### config.mk
export PLATFORM = sky130hd
export DESIGN_NAME = bfiq_hash
export DESIGN_NICKNAME = d
export VERILOG_FILES = /design/src/bfiq_pkg.sv /design/src/bfiq_hash.sv
export SDC_FILE = /design/constraint.sdc
export NUM_CORES = 1
export LEC_CHECK = 0
export ABC_AREA = 1
export BUFFER_PORTS_ARGS = -buffer_cell sky130_fd_sc_hd__buf_4
export CORE_MARGIN = 2
export CORE_UTILIZATION = 40
export CTS_BUF_LIST = sky130_fd_sc_hd__clkbuf_2 sky130_fd_sc_hd__clkbuf_4 sky130_fd_sc_hd__clkbuf_8
export DETAILED_ROUTE_END_ITERATION = 7
export SLEW_MARGIN = 20
export SYNTH_ARGS = -nofsm -noshare
export SYNTH_HDL_FRONTEND = slang
export SYNTH_SLANG_ARGS = --single-unit
export TNS_END_PERCENT = 100
### constraint.sdc
create_clock -name clock -period 6.1 [get_ports clock]
set_clock_uncertainty 0.05 [all_clocks]
set_input_delay 0.915 -clock clock [delete_from_list [all_inputs] [get_ports clock]]
set_output_delay 0.915 -clock clock [all_outputs]
set_load 0.02 [all_outputs]
### src/bfiq_pkg.sv
package bfiq_pkg;

   localparam logic [31:0] DJB2_START = 32'd5381;
   localparam logic [31:0] SDBM_MULT  = 32'd65599;

   localparam logic CSR_FILTER_BITS = 1'b0;
   localparam logic CSR_HASH_ROUNDS = 1'b1;

   localparam logic FUNC_ADD      = 1'b0;
   localparam logic FUNC_CONTAINS = 1'b1;

   typedef enum logic [5:0] {
      ST_CLEAR = 6'b000001,
      ST_IDLE  = 6'b000010,
      ST_HASH  = 6'b000100,
      ST_MOD   = 6'b001000,
      ST_PROBE = 6'b010000,
      ST_DONE  = 6'b100000
   } state_type;

   typedef struct packed {
      logic start;
      logic busy;
      logic done;
   } mod_ctrl_type;

endpackage

### src/bfiq_hash.sv
module bfiq_hash (
   input  logic        clock,
   input  logic        reset,
   input  logic        step,
   input  logic        restart,
   input  logic [7:0]  key_byte,
   output logic [31:0] djb2,
   output logic [31:0] sdbm
);

   logic [31:0] djb2_ff, sdbm_ff;
   logic [31:0] djb2_in, sdbm_in;

   always_comb begin
      djb2_in = djb2_ff;
      sdbm_in = sdbm_ff;
      if (restart) begin
         djb2_in = bfiq_pkg::DJB2_START;
         sdbm_in = '0;
      end else if (step) begin
         djb2_in = {djb2_ff[26:0], 5'd0} + djb2_ff + {24'd0, key_byte};
         sdbm_in = 32'(sdbm_ff * bfiq_pkg::SDBM_MULT) + {24'd0, key_byte};
      end
   end

   always_ff @(posedge clock) begin
      if (reset) begin
         djb2_ff <= bfiq_pkg::DJB2_START;
         sdbm_ff <= '0;
      end else begin
         djb2_ff <= djb2_in;
         sdbm_ff <= sdbm_in;
      end
   end

   assign djb2 = djb2_ff;
   assign sdbm = sdbm_ff;

endmodule

Word-level counts from Yosys, hierarchy flattened
Index checks and enable logic that the tools add are counted.

storage, ports and cells
  word-level logic and storage cells = 7
  output and inout bits = 64
  register bits = 64
  input port bits = 12

cells by class
  $add $sub $neg = 3
  reductions and logical operators = 1
  multipliers = 1

operators with widths
  operator                                              count
  adder 32 x 8 -> 32 bit                                2
  adder 32 bit                                          1
  multiplier 32 x 17 -> 32 bit (second input constant)  1
  OR reduction 2 bit                                    1

Logic depth before layout (Yosys ltp)
  word-level depth = 2
  gate-level depth with buffers = 24

Worst setup path after synthesis
Ideal clock, no wire load.

  path kind = input to register
  from = in key_byte[4]
  to = reg sdbm_ff[16], in the netlist sdbm[16]
  arrival = 4536 ps
  buffers on the path = 0
  stages = 20
  setup slack = 1401 ps
  cells stage by stage = inv_1 -> fa_1 -> inv_1 -> fa_1 -> ha_1 -> ha_1 -> inv_1 -> fa_1 -> inv_1 -> ha_1 -> fa_1 -> nand3_1 -> nand3_1 -> nand2_1 -> nand2_2 -> nand2_1 -> nand2_1 -> xor2_1 -> o21ai_1 -> inv_1

between the ends
  longest elaborated chain between the ends = 1

ends and longest elaborated chain
  item                    line             source
  from (decl)             bfiq_hash.sv:6   input logic [7:0] key_byte,
  adder 32 x 8 -> 32 bit  bfiq_hash.sv:22  sdbm_in = 32'(sdbm_ff * bfiq_pkg::SDBM_MULT) + {24'd0, key_byte};
  to (signal assigned)    bfiq_hash.sv:32  sdbm_ff <= sdbm_in;
  to (decl)               bfiq_hash.sv:11  logic [31:0] djb2_ff, sdbm_ff;

No other way between the ends.
A chain may end at the register's enable or synchronous reset.

Worst setup path in the final report
  from = reg sdbm_ff[14], in the netlist sdbm[14]
  to = reg sdbm_ff[23], in the netlist sdbm[23]

between the ends
  longest elaborated chain between the ends = 2

ends and longest elaborated chain
  item                          line
  multiplier 32 x 17 -> 32 bit  bfiq_hash.sv:22
  adder 32 x 8 -> 32 bit        bfiq_hash.sv:22

No other way between the ends.

==> flow_metrics.py <==
metrics = {
    "status": {
        "status": "finished clean",
    },
    "setup_path": {
        "endpoint_kind": "register",
        "worstPathArrival_ns": 5.20,
        "cp.required_ns": 6.33,
        "path_class": "register to register",
        "critPathMaxFanout": 9,
        "crit_path_start_kind": "register",
    },
    "detailed_routing": {
        "vias": 10300,
        "vias_per_cell": 4.86,
        "drt-pass1-iter-count": 5,
        "drc": 0,
        "antenna_left": 0,
        "avgRoutedWirePerCell_um": 14.6,
        "drt_iter0_drc": 521,
        "drt_wl_total_mm": 31.0,
    },
    "timing": {
        "min_period_ns": 4.97,
        "setup_slack_ns": 1.13,
        "setup_total_negative_slack_ns": 0,
        "setup_viol": 0,
        "finalHoldViolCount": 0,
        "rsz0062_at_grt": "no",
        "slew_violations": 0,
        "tightest_slew_ns": 0.863,
        "fmax_mhz": 201,
        "finalCritPeriodShare_pct": 81.5,
        "slew_headroom_pct": 42.4,
    },
    "run": {
        "drv_cap": 0,
    },
    "cells_and_area": {
        "layout_commonest_cell": "inv_1",
        "fin_util_pct": 44.2,
        "antenna_cells": 0,
        "syn_to_final_growth_pct": 9.72,
        "fin_cells": 2120,
        "nNetsFinal": 2068,
        "final_cell_mix": "inv_1, nand2_1, ha_1",
        "drive_above_1_share_pct": 7.46,
    },
    "cts": {
        "numCtsBuffers": 9,
        "clk_path_buf_depth": 2,
        "clkLatencyLatePin_ns": 0.39,
        "clk_pin_slew_worst_paths_ns": 0.10,
        "h-tree-depth": 3,
        "post_cts_resized": 0,
        "post_cts_buffers": 0,
        "cts_tree": "yes",
        "clockRootBuffer": "clkbuf_8",
        "cts_hold_buf": 0,
        "clkSinkCount": 64,
    },
    "logic_synthesis": {
        "async_reset_ff_share_pct": 0,
        "syn_avg_cell_area_um2": 7.16,
        "yosys_warnings": 0,
        "syn_area_um2": 11900,
        "postSynthNetCount": 2000,
        "synth_edf_count": 0,
        "ys_seq_area_share_pct": 10.8,
        "synth-seq-cells": 64,
        "synth.distinct_cells": 36,
        "synthFlopType": "dfxtp_1",
        "synth_cells": 1657,
    },
    "die": {
        "rows": 63,
        "pin_count": 76,
        "initial_utilization_pct": 40.3,
        "dieArea_um2": 31000,
        "die_w_um": 176,
        "coreArea_um2": 29400,
        "die_h_um": 176,
    },
    "global_routing": {
        "overflow": 0,
        "antenna_found_initial": 0,
        "grt_pass1_vias": 10500,
        "grt_pass1_wl_mm": 52.2,
        "grt_start_max_net_pins": 73,
        "track_usage_pct": 21.1,
    },
    "placement": {
        "io_buffers": 75,
        "dp.cells": 2104,
        "dp_hpwl_mm": 25.9,
        "place_congestion": 0.959,
        "preCtsSetupSlack_ns": 0.959,
    },
    "min_path": {
        "holdCritPathClass": "register to register",
    },
}
-- synthesized netlist by cell type, types with 3 or more instances --
master	n	area, µm²
a21oi_1	77	385
and2_1	3	18.8
buf_2	5	25.0
clkbuf_1	9	33.8
dfxtp_1	64	1280
fa_1	132	2640
ha_1	199	2490
inv_1	407	1530
nand2_1	358	1340
nand2_2	12	75.1
nand3_1	85	425
nand3_2	8	80.1
nand4_1	21	131
nor2_1	153	574
nor2_2	8	50.1
nor3_1	8	40.0
o21ai_0	46	230
o21ai_1	8	40.0
o21bai_1	10	75.1
xor2_1	22	193
-- path summary, 6_finish.rpt --
path,start,to,slack (ns),depth (start not counted)
min,djb2[1],djb2[1],0.49,2
min reg2reg,djb2[1],djb2[1],0.49,2
max reg2reg,sdbm[14],sdbm[23],1.13,19
max,sdbm[14],sdbm[23],1.13,19
-- flip-flops by register name, indices dropped and copies added (netlist names) --
name / count
djb2: 32
sdbm: 32
-- layer usage --
layer / global-route usage [%] / share of wire [%] / up-vias
li1: - / - / 5219
met1: 27.5 / 46 / 4865
met2: 37.6 / 49 / 196
met3: 2.17 / 3.5 / 28
met4: 4.58 / 1.7 / 0
met5: 0 / 0 / -
-- metrics by stage --
step	hold slack (ns)	instance area (µm²)
3_3_place_gp	0.476	12800
6_report	0.490	13000
5_1_grt	0.515	13000
4_1_cts	0.496	13000
3_5_place_dp	0.485	12800
2_1_floorplan	0.529	11900
-- worst max-delay path, cell delays in order, from the launching register on --
cell	delay (ns)
dfxtp_1	0.74
fa_1	0.54
ha_1	0.29
ha_1	0.19
fa_1	0.47
fa_1	0.54
inv_1	0.05
fa_1	0.49
inv_1	0.04
ha_1	0.33
a21oi_1	0.29
nand2_1	0.14
nand2_1	0.08
nand2_1	0.08
inv_1	0.06
nand3_1	0.13
a21oi_1	0.16
o21ai_0	0.10
nand2_1	0.06
inv_1	0.03
-- cell type report --
type	instances	area, µm²
fillers	3075	16400
inverters	408	1530
flip-flops and latches	64	1280
clock buffers	11	151
repair buffers	76	571
multi-input cells	1166	8930
well taps	390	488
clock inverters	5	55.1
-- kinds of logic (layout without fill, tap and decap cells) --
logic type / after synthesis / in the layout / synth area share [%]
adder cells (fa/ha/maj): 331 / 331 / 43.3
AND/OR/NAND/NOR: 662 / 662 / 23.5
XOR/XNOR: 22 / 22 / 1.63
flip-flops: 64 / 64 / 10.8
buffers and inverters: 427 / 500 / 13.9
AO/OA/AOI/OAI: 151 / 151 / 6.89
Power is not shown: default switching activity piles up to over one toggle a cycle in this logic, so the estimate is an artifact.
