## config.mk

```make
export PLATFORM = sky130hd
export DESIGN_NAME = bfiq_mod
export DESIGN_NICKNAME = d
export VERILOG_FILES = /design/src/bfiq_pkg.sv /design/src/bfiq_mod.sv
export SDC_FILE = /design/constraint.sdc
export NUM_CORES = 1
export LEC_CHECK = 0
export BUFFER_PORTS_ARGS = -buffer_cell sky130_fd_sc_hd__buf_2
export CAP_MARGIN = 0
export CORE_MARGIN = 1.5
export CORE_UTILIZATION = 50
export DETAILED_ROUTE_END_ITERATION = 6
export GPL_TIMING_DRIVEN = 0
export PLACE_DENSITY = 0.89
export SLEW_MARGIN = 30
export SYNTH_ARGS = -nofsm -noshare
export SYNTH_HDL_FRONTEND = slang
export SYNTH_SLANG_ARGS = --single-unit
```

## constraint.sdc

```tcl
create_clock -name clock -period 2.6 [get_ports clock]
set_input_delay 0.52 -clock clock [delete_from_list [all_inputs] [get_ports clock]]
set_output_delay 0.52 -clock clock [all_outputs]
set_load 0.01 [all_outputs]
```

## src/bfiq_pkg.sv

```systemverilog
package bfiq_pkg;

   localparam logic [31:0] DJB2_START = 32'd5381;
   localparam logic [31:0] SDBM_MULT  = 32'd65599;

   localparam logic CSR_FILTER_BITS = 1'b0;
   localparam logic CSR_HASH_ROUNDS = 1'b1;

   localparam logic FUNC_ADD      = 1'b0;
   localparam logic FUNC_CONTAINS = 1'b1;

   typedef enum logic [5:0] {
      ST_CLEAR = 6'b000001,
      ST_IDLE  = 6'b000010,
      ST_HASH  = 6'b000100,
      ST_MOD   = 6'b001000,
      ST_PROBE = 6'b010000,
      ST_DONE  = 6'b100000
   } state_type;

   typedef struct packed {
      logic start;
      logic busy;
      logic done;
   } mod_ctrl_type;

endpackage

```

## src/bfiq_mod.sv

```systemverilog
module bfiq_mod #(
   parameter int IDX_W = 16
) (
   input  logic               clock,
   input  logic               reset,
   input  logic               start,
   input  logic [31:0]        dividend,
   input  logic [IDX_W:0]     divisor,
   output bfiq_pkg::mod_ctrl_type ctrl,
   output logic [IDX_W-1:0]   remainder
);

   logic [IDX_W+1:0] rem_ff, rem_in;
   logic [31:0]      quo_ff, quo_in;
   logic [5:0]       cnt_ff, cnt_in;
   logic             busy_ff, busy_in, done_ff, done_in;
   logic [IDX_W+1:0] trial;

   always_comb begin
      rem_in  = rem_ff;
      quo_in  = quo_ff;
      cnt_in  = cnt_ff;
      busy_in = busy_ff;
      done_in = 1'b0;
      trial   = {rem_ff[IDX_W:0], quo_ff[31]};
      if (start) begin
         rem_in  = '0;
         quo_in  = dividend;
         cnt_in  = 6'd32;
         busy_in = 1'b1;
      end else if (busy_ff) begin
         quo_in = {quo_ff[30:0], 1'b0};
         if (trial >= {1'b0, divisor}) rem_in = trial - {1'b0, divisor};
         else rem_in = trial;
         cnt_in = cnt_ff - 6'd1;
         if (cnt_ff == 6'd1) begin
            busy_in = 1'b0;
            done_in = 1'b1;
         end
      end
   end

   always_ff @(posedge clock) begin
      if (reset) begin
         busy_ff <= 1'b0;
         done_ff <= 1'b0;
      end else begin
         busy_ff <= busy_in;
         done_ff <= done_in;
      end
      rem_ff <= rem_in;
      quo_ff <= quo_in;
      cnt_ff <= cnt_in;
   end

   assign ctrl.start = start;
   assign ctrl.busy  = busy_ff;
   assign ctrl.done  = done_ff;
   assign remainder  = rem_ff[IDX_W-1:0];

endmodule

```

### Yosys cells after proc, flatten, opt, wreduce, memory -nomap -nowiden

Cells that the tools add are included.

| storage, ports and cells | value |
|---|---|
| register bits | 57 |
| output and inout bits | 19 |
| logic and storage cells | 19 |

| cells by class | value |
|---|---|
| add/subtract/negate cells | 2 |
| magnitude comparators | 1 |
| equal/unequal tests | 1 |
| muxes and demuxes | 7 |
| bitwise operators | 1 |
| reduce and logical (&&, ||, !) cells | 2 |

Operators with widths:

| operator | count |
|---|---|
| 32-bit two-way mux | 2 |
| 18-bit by 17-bit >= comparator with 1-bit output | 1 |
| 17-bit two-way mux | 1 |
| 17-bit subtractor | 1 |
| 6-bit by 1-bit equality test with 1-bit output, second input constant | 1 |
| 6-bit by 1-bit subtractor with 6-bit output, second input constant | 1 |
| 1-bit two-way mux | 4 |
| 3-bit OR reduction | 1 |
| 2-bit nonzero test | 1 |
| 1-bit inverter | 1 |

### Depth between registers and ports, before layout

| depth | value |
|---|---|
| word-level depth | 4 |
| depth in mapped cells | 12 |
| mapped depth without buffers | 10 |

### Worst setup path before layout

No wires, ideal clock.

| timing | value |
|---|---|
| path kind | input to register |
| start | input port divisor[0] |
| end | register rem_ff[7] |
| library setup time | 88 ps |
| arrival | 2,572 ps |
| setup slack | -61 ps |
| cell stages on the path | 11 |
| buffers on the path | 2 |
| cells stage by stage | ha_1 inv_1 fa_1 a21o_1 a221oi_4 o22ai_4 o31ai_4 buf_6 buf_12 nand2_2 a311oi_2 |

| on the way | value |
|---|---|
| longest elaborated chain between the ends | 2 |

RTL lines:

| item | RTL line | text |
|---|---|---|
| start: declaration | bfiq_mod.sv:8 | `input logic [IDX_W:0] divisor,` |
| 17-bit subtractor / 18-bit by 17-bit >= comparator with 1-bit output (equally long branches) | bfiq_mod.sv:33 | `if (trial >= {1'b0, divisor}) rem_in = trial - {1'b0, divisor};` |
| 17-bit two-way mux * | bfiq_mod.sv:33 |  |
| end signal: assignment | bfiq_mod.sv:51 | `rem_ff <= rem_in;` |
| end: declaration | bfiq_mod.sv:13 | `logic [IDX_W+1:0] rem_ff, rem_in;` |

Mark *: on every way between the ends. The rest lies on a longest branch, timed or not.
A chain may end at the register's enable or synchronous reset.

### Worst setup path in the final report

| timing | value |
|---|---|
| start | register quo_ff[31] |
| end | register rem_ff[6] |

| on the way | value |
|---|---|
| longest elaborated chain between the ends | 2 |

RTL lines:

| item | RTL line | text |
|---|---|---|
| start: declaration | bfiq_mod.sv:14 | `logic [31:0] quo_ff, quo_in;` |
| start signal: assignment | bfiq_mod.sv:52 | `quo_ff <= quo_in;` |
| 17-bit subtractor / 18-bit by 17-bit >= comparator with 1-bit output (equally long branches) | bfiq_mod.sv:33 |  |
| 17-bit two-way mux * | bfiq_mod.sv:33 |  |

Marks and branches as above.

==> flow_summary.json <==
{
  "viasPerCell": 5.46,
  "grtUsageTotal": 0.220,
  "grt-ovfl-total": 0,
  "synth_mux_area_frac": 0.111,
  "fin_crit_sh": 1.02,
  "max_stage_delay_ns": 0.39,
  "antenna_cells": 0,
  "cp-end-kind": "flip-flop",
  "io_pins": 71,
  "ys_seq_area_frac": 0.416,
  "h-tree-depth": 3,
  "hold_start": "reset",
  "drive_above_1_share": 0.385,
  "synth-simple-area-share": 0.125,
  "wire_per_inst_um": 15.7,
  "routabilityCongestion": 0.864,
  "async_reset_ff_frac": 0,
  "fp.dieW_um": 86.8,
  "hold_class": "input pin to flip-flop",
  "synth_cells": 337,
  "synth_compound_area_frac": 0.151,
  "crit_chain": "inv_1 -> ha_2 -> inv_2 -> fa_2 -> a21o_1 -> a221oi_4 -> o22ai_4 -> o31ai_4 -> buf_6 -> buf_12 -> mux2i_2 -> a211oi_2",
  "p_per_area_nw_per_um2": 563,
  "n_fill_cell": 526,
  "synth_top_family_by_area": "compound AO/OA/AOI/OAI gates",
  "clock_latency_ns": 0.35,
  "r2r_start": "quo_ff[31]",
  "yosys.area.top_type": "edfxtp_1",
  "tightestPinTransition_ns": 0.662,
  "ys_warn_count": 0,
  "critPathSlowestCell": "edfxtp_1",
  "whs_endpoint": "busy_ff",
  "synth-xor-area-share": 0.0349,
  "hpwl_mm": 5.87,
  "clk_pin_slew_worst_paths_ns": 0.08,
  "finalWirelength_mm": 8.29,
  "numCtsBuffers": 9,
  "fin_total_pwr_uw": 2440,
  "min_period_ns": 2.64,
  "start_util": 0.517,
  "synth_area_um2": 3510,
  "finalSetupViolations": 4,
  "cp_max_fo": 5,
  "multiInputGateArea_um2": 1780,
  "rsz0062_at_grt": "yes",
  "skew_ns": 0.00892,
  "setup_ws_ns": -0.0413,
  "yosys.area.top_type_share": 0.274,
  "timing.rr.end": "rem_ff[6]",
  "area.growth.synth_to_final_pct": 23.7,
  "ir_drop_mv": 0.363,
  "drtIter0Drc": 189,
  "fmax_mhz": 379,
  "reg2regPathDepth": 12,
  "grt_max_degree": 33,
  "fp-row-count": 30,
  "final_common_cell": "buf_2",
  "final_cell_mix": "buf_2, edfxtp_1, mux2_2",
  "path_class": "flip-flop to flip-flop",
  "worstPathArrival_ns": 2.85,
  "synth_adder_area_share": 0.0734,
  "p_leak_uw": 0.00192,
  "dr.pass1.iters": 4,
  "antenna_left": 0,
  "synthTopCellsByArea": "edfxtp_1, dfxtp_1, mux2_2",
  "post-route-drc-count": 0,
  "max_slew_margin": 0.558,
  "coreArea_um2": 6790,
  "synth_seq_cells": 57,
  "hold_depth": 2,
  "cts_root_buf": "clkbuf_8",
  "grt_pass1_vias": 2836,
  "port_buffers": 70,
  "nets": 498,
  "clockBufferDepth": 2,
  "cp_data_required_time_ns": 2.81,
  "ys_types": 53,
  "dieArea_um2": 7530,
  "cap_violations": 0,
  "slew_violations": 0,
  "avgSynthCellArea_um2": 10.4,
  "grt_pass1_wl_mm": 12.7,
  "synth_enable_flop_cells": 32,
  "clock-sinks": 57,
  "die_y_um": 86.8,
  "dp_slack_ns": -0.298,
  "start_kind": "flip-flop",
  "tritoncts": "built",
  "numPlacedInstances": 503,
  "antenna_found_initial": 0,
  "status": "finished, violations left",
  "vias": 2875,
  "violations": "setup timing",
  "hold_violations": 0,
  "synth_nets": 409,
  "r2r_slack_ns": -0.04,
  "synth-main-ff-cell": "edfxtp_1",
  "fin_cells": 527,
  "final-seq-area_um2": 1460
}
==> cell type report <==
class | instances | area share
clock buffers | 9 | 0.0285
well taps | 96 | 0.0277
flip-flops and latches | 57 | 0.337
inverters | 22 | 0.0190
multi-input cells | 224 | 0.410
plain buffers | 34 | 0.0524
clock inverters | 7 | 0.0236
repair buffers | 78 | 0.102
==> registers in the layout, indices dropped and copies added (netlist names) <==
signal,cells
done_ff,1
rem_ff,17
busy_ff,1
quo_ff,32
cnt_ff,6
==> through the flow <==
stage | utilization | hold WS, ns | instance area (um^2) | setup TNS [ns]
after floorplan | - | 0.451 | 3510 | 0
after global placement | 0.586 | 0.475 | 3980 | -8.12
after detailed placement | 0.586 | 0.493 | 3980 | -3.54
after CTS | 0.630 | 0.344 | 4280 | -0.00406
after global routing | 0.639 | 0.359 | 4340 | -1.07
final | 0.639 | 0.355 | 4340 | -0.0973
==> synth_stat cells (3+ instances only) <==
cell type,instances
a21o_1,7
a32oi_1,4
nand2b_1,3
clkbuf_1,11
or3_1,4
xor2_1,7
o31ai_1,5
nand3_1,12
and4_1,3
nor2b_1,3
buf_4,20
a211oi_1,6
nand2_1,23
and3_1,5
a21oi_1,11
dfxtp_1,25
nor2_1,19
inv_1,22
o21ai_0,8
ha_1,19
nor3_1,3
mux2_2,31
a31oi_1,3
edfxtp_1,32
xnor2_1,7
o211ai_1,4
mux2i_1,4
and2_1,3
==> kinds of logic (layout without fill, tap and decap cells) <==
logic type / count (synthesis) / in the layout
flops: 57 / 57
mux: 35 / 35
fa+ha+maj: 20 / 20
buf+inv: 56 / 150
compound gates: 68 / 68
simple gates: 87 / 87
xor+xnor: 14 / 14
==> power breakdown <==
group          internal [uW]  total (uW)  leakage, uW  switching [uW]
Combinational            193         409      0.00128             215
Clock                    549         955     0.000110             406
Sequential              1040        1080     0.000527            40.5
Total                   1780        2440      0.00192             661
==> per-layer routing <==
layer  vias to the layer above  global-route usage  share of wire  wire [um]
met3                        19              0.0381          0.049        406
li1                       1390                   -              -          -
met1                      1373               0.268           0.41       3380
met2                        93               0.371           0.51       4270
met5                         -                   0              0          0
met4                         0               0.113          0.028        235
==> critical path: cells and delay by family (launching register included) <==
| kind | cells | cell delay (ns) |
|---|---|---|
| AOI/OAI and AO/OA | 5 | 0.97 |
| buffers and inverters | 4 | 0.41 |
| muxes | 1 | 0.21 |
| DFF | 1 | 0.39 |
| adders and majority gates | 2 | 0.52 |
==> what timing repair did <==
| action | CTS | global route |
|---|---|---|
| hold buffers | 0 | 0 |
| gates resized for setup | 0 | 11 |
| buffers inserted | 6 | 2 |
| setup endpoints to repair | 16 | 16 |
| pin swaps | 1 | 2 |
==> how the worst max path moves through the flow <==
stage	start	end	slack [ns]	depth (start not counted)
after global placement	divisor[0]	rem_ff[9]	-0.26	12
final	quo_ff[31]	rem_ff[6]	-0.04	12
after detailed placement	divisor[0]	rem_ff[9]	-0.30	12
after global routing	quo_ff[31]	rem_ff[9]	-0.14	12
after floorplan	divisor[0]	rem_ff[7]	0.03	11
after CTS	quo_ff[31]	rem_ff[9]	-0.004	12
Note: power is estimated with default switching activity, not from simulation.
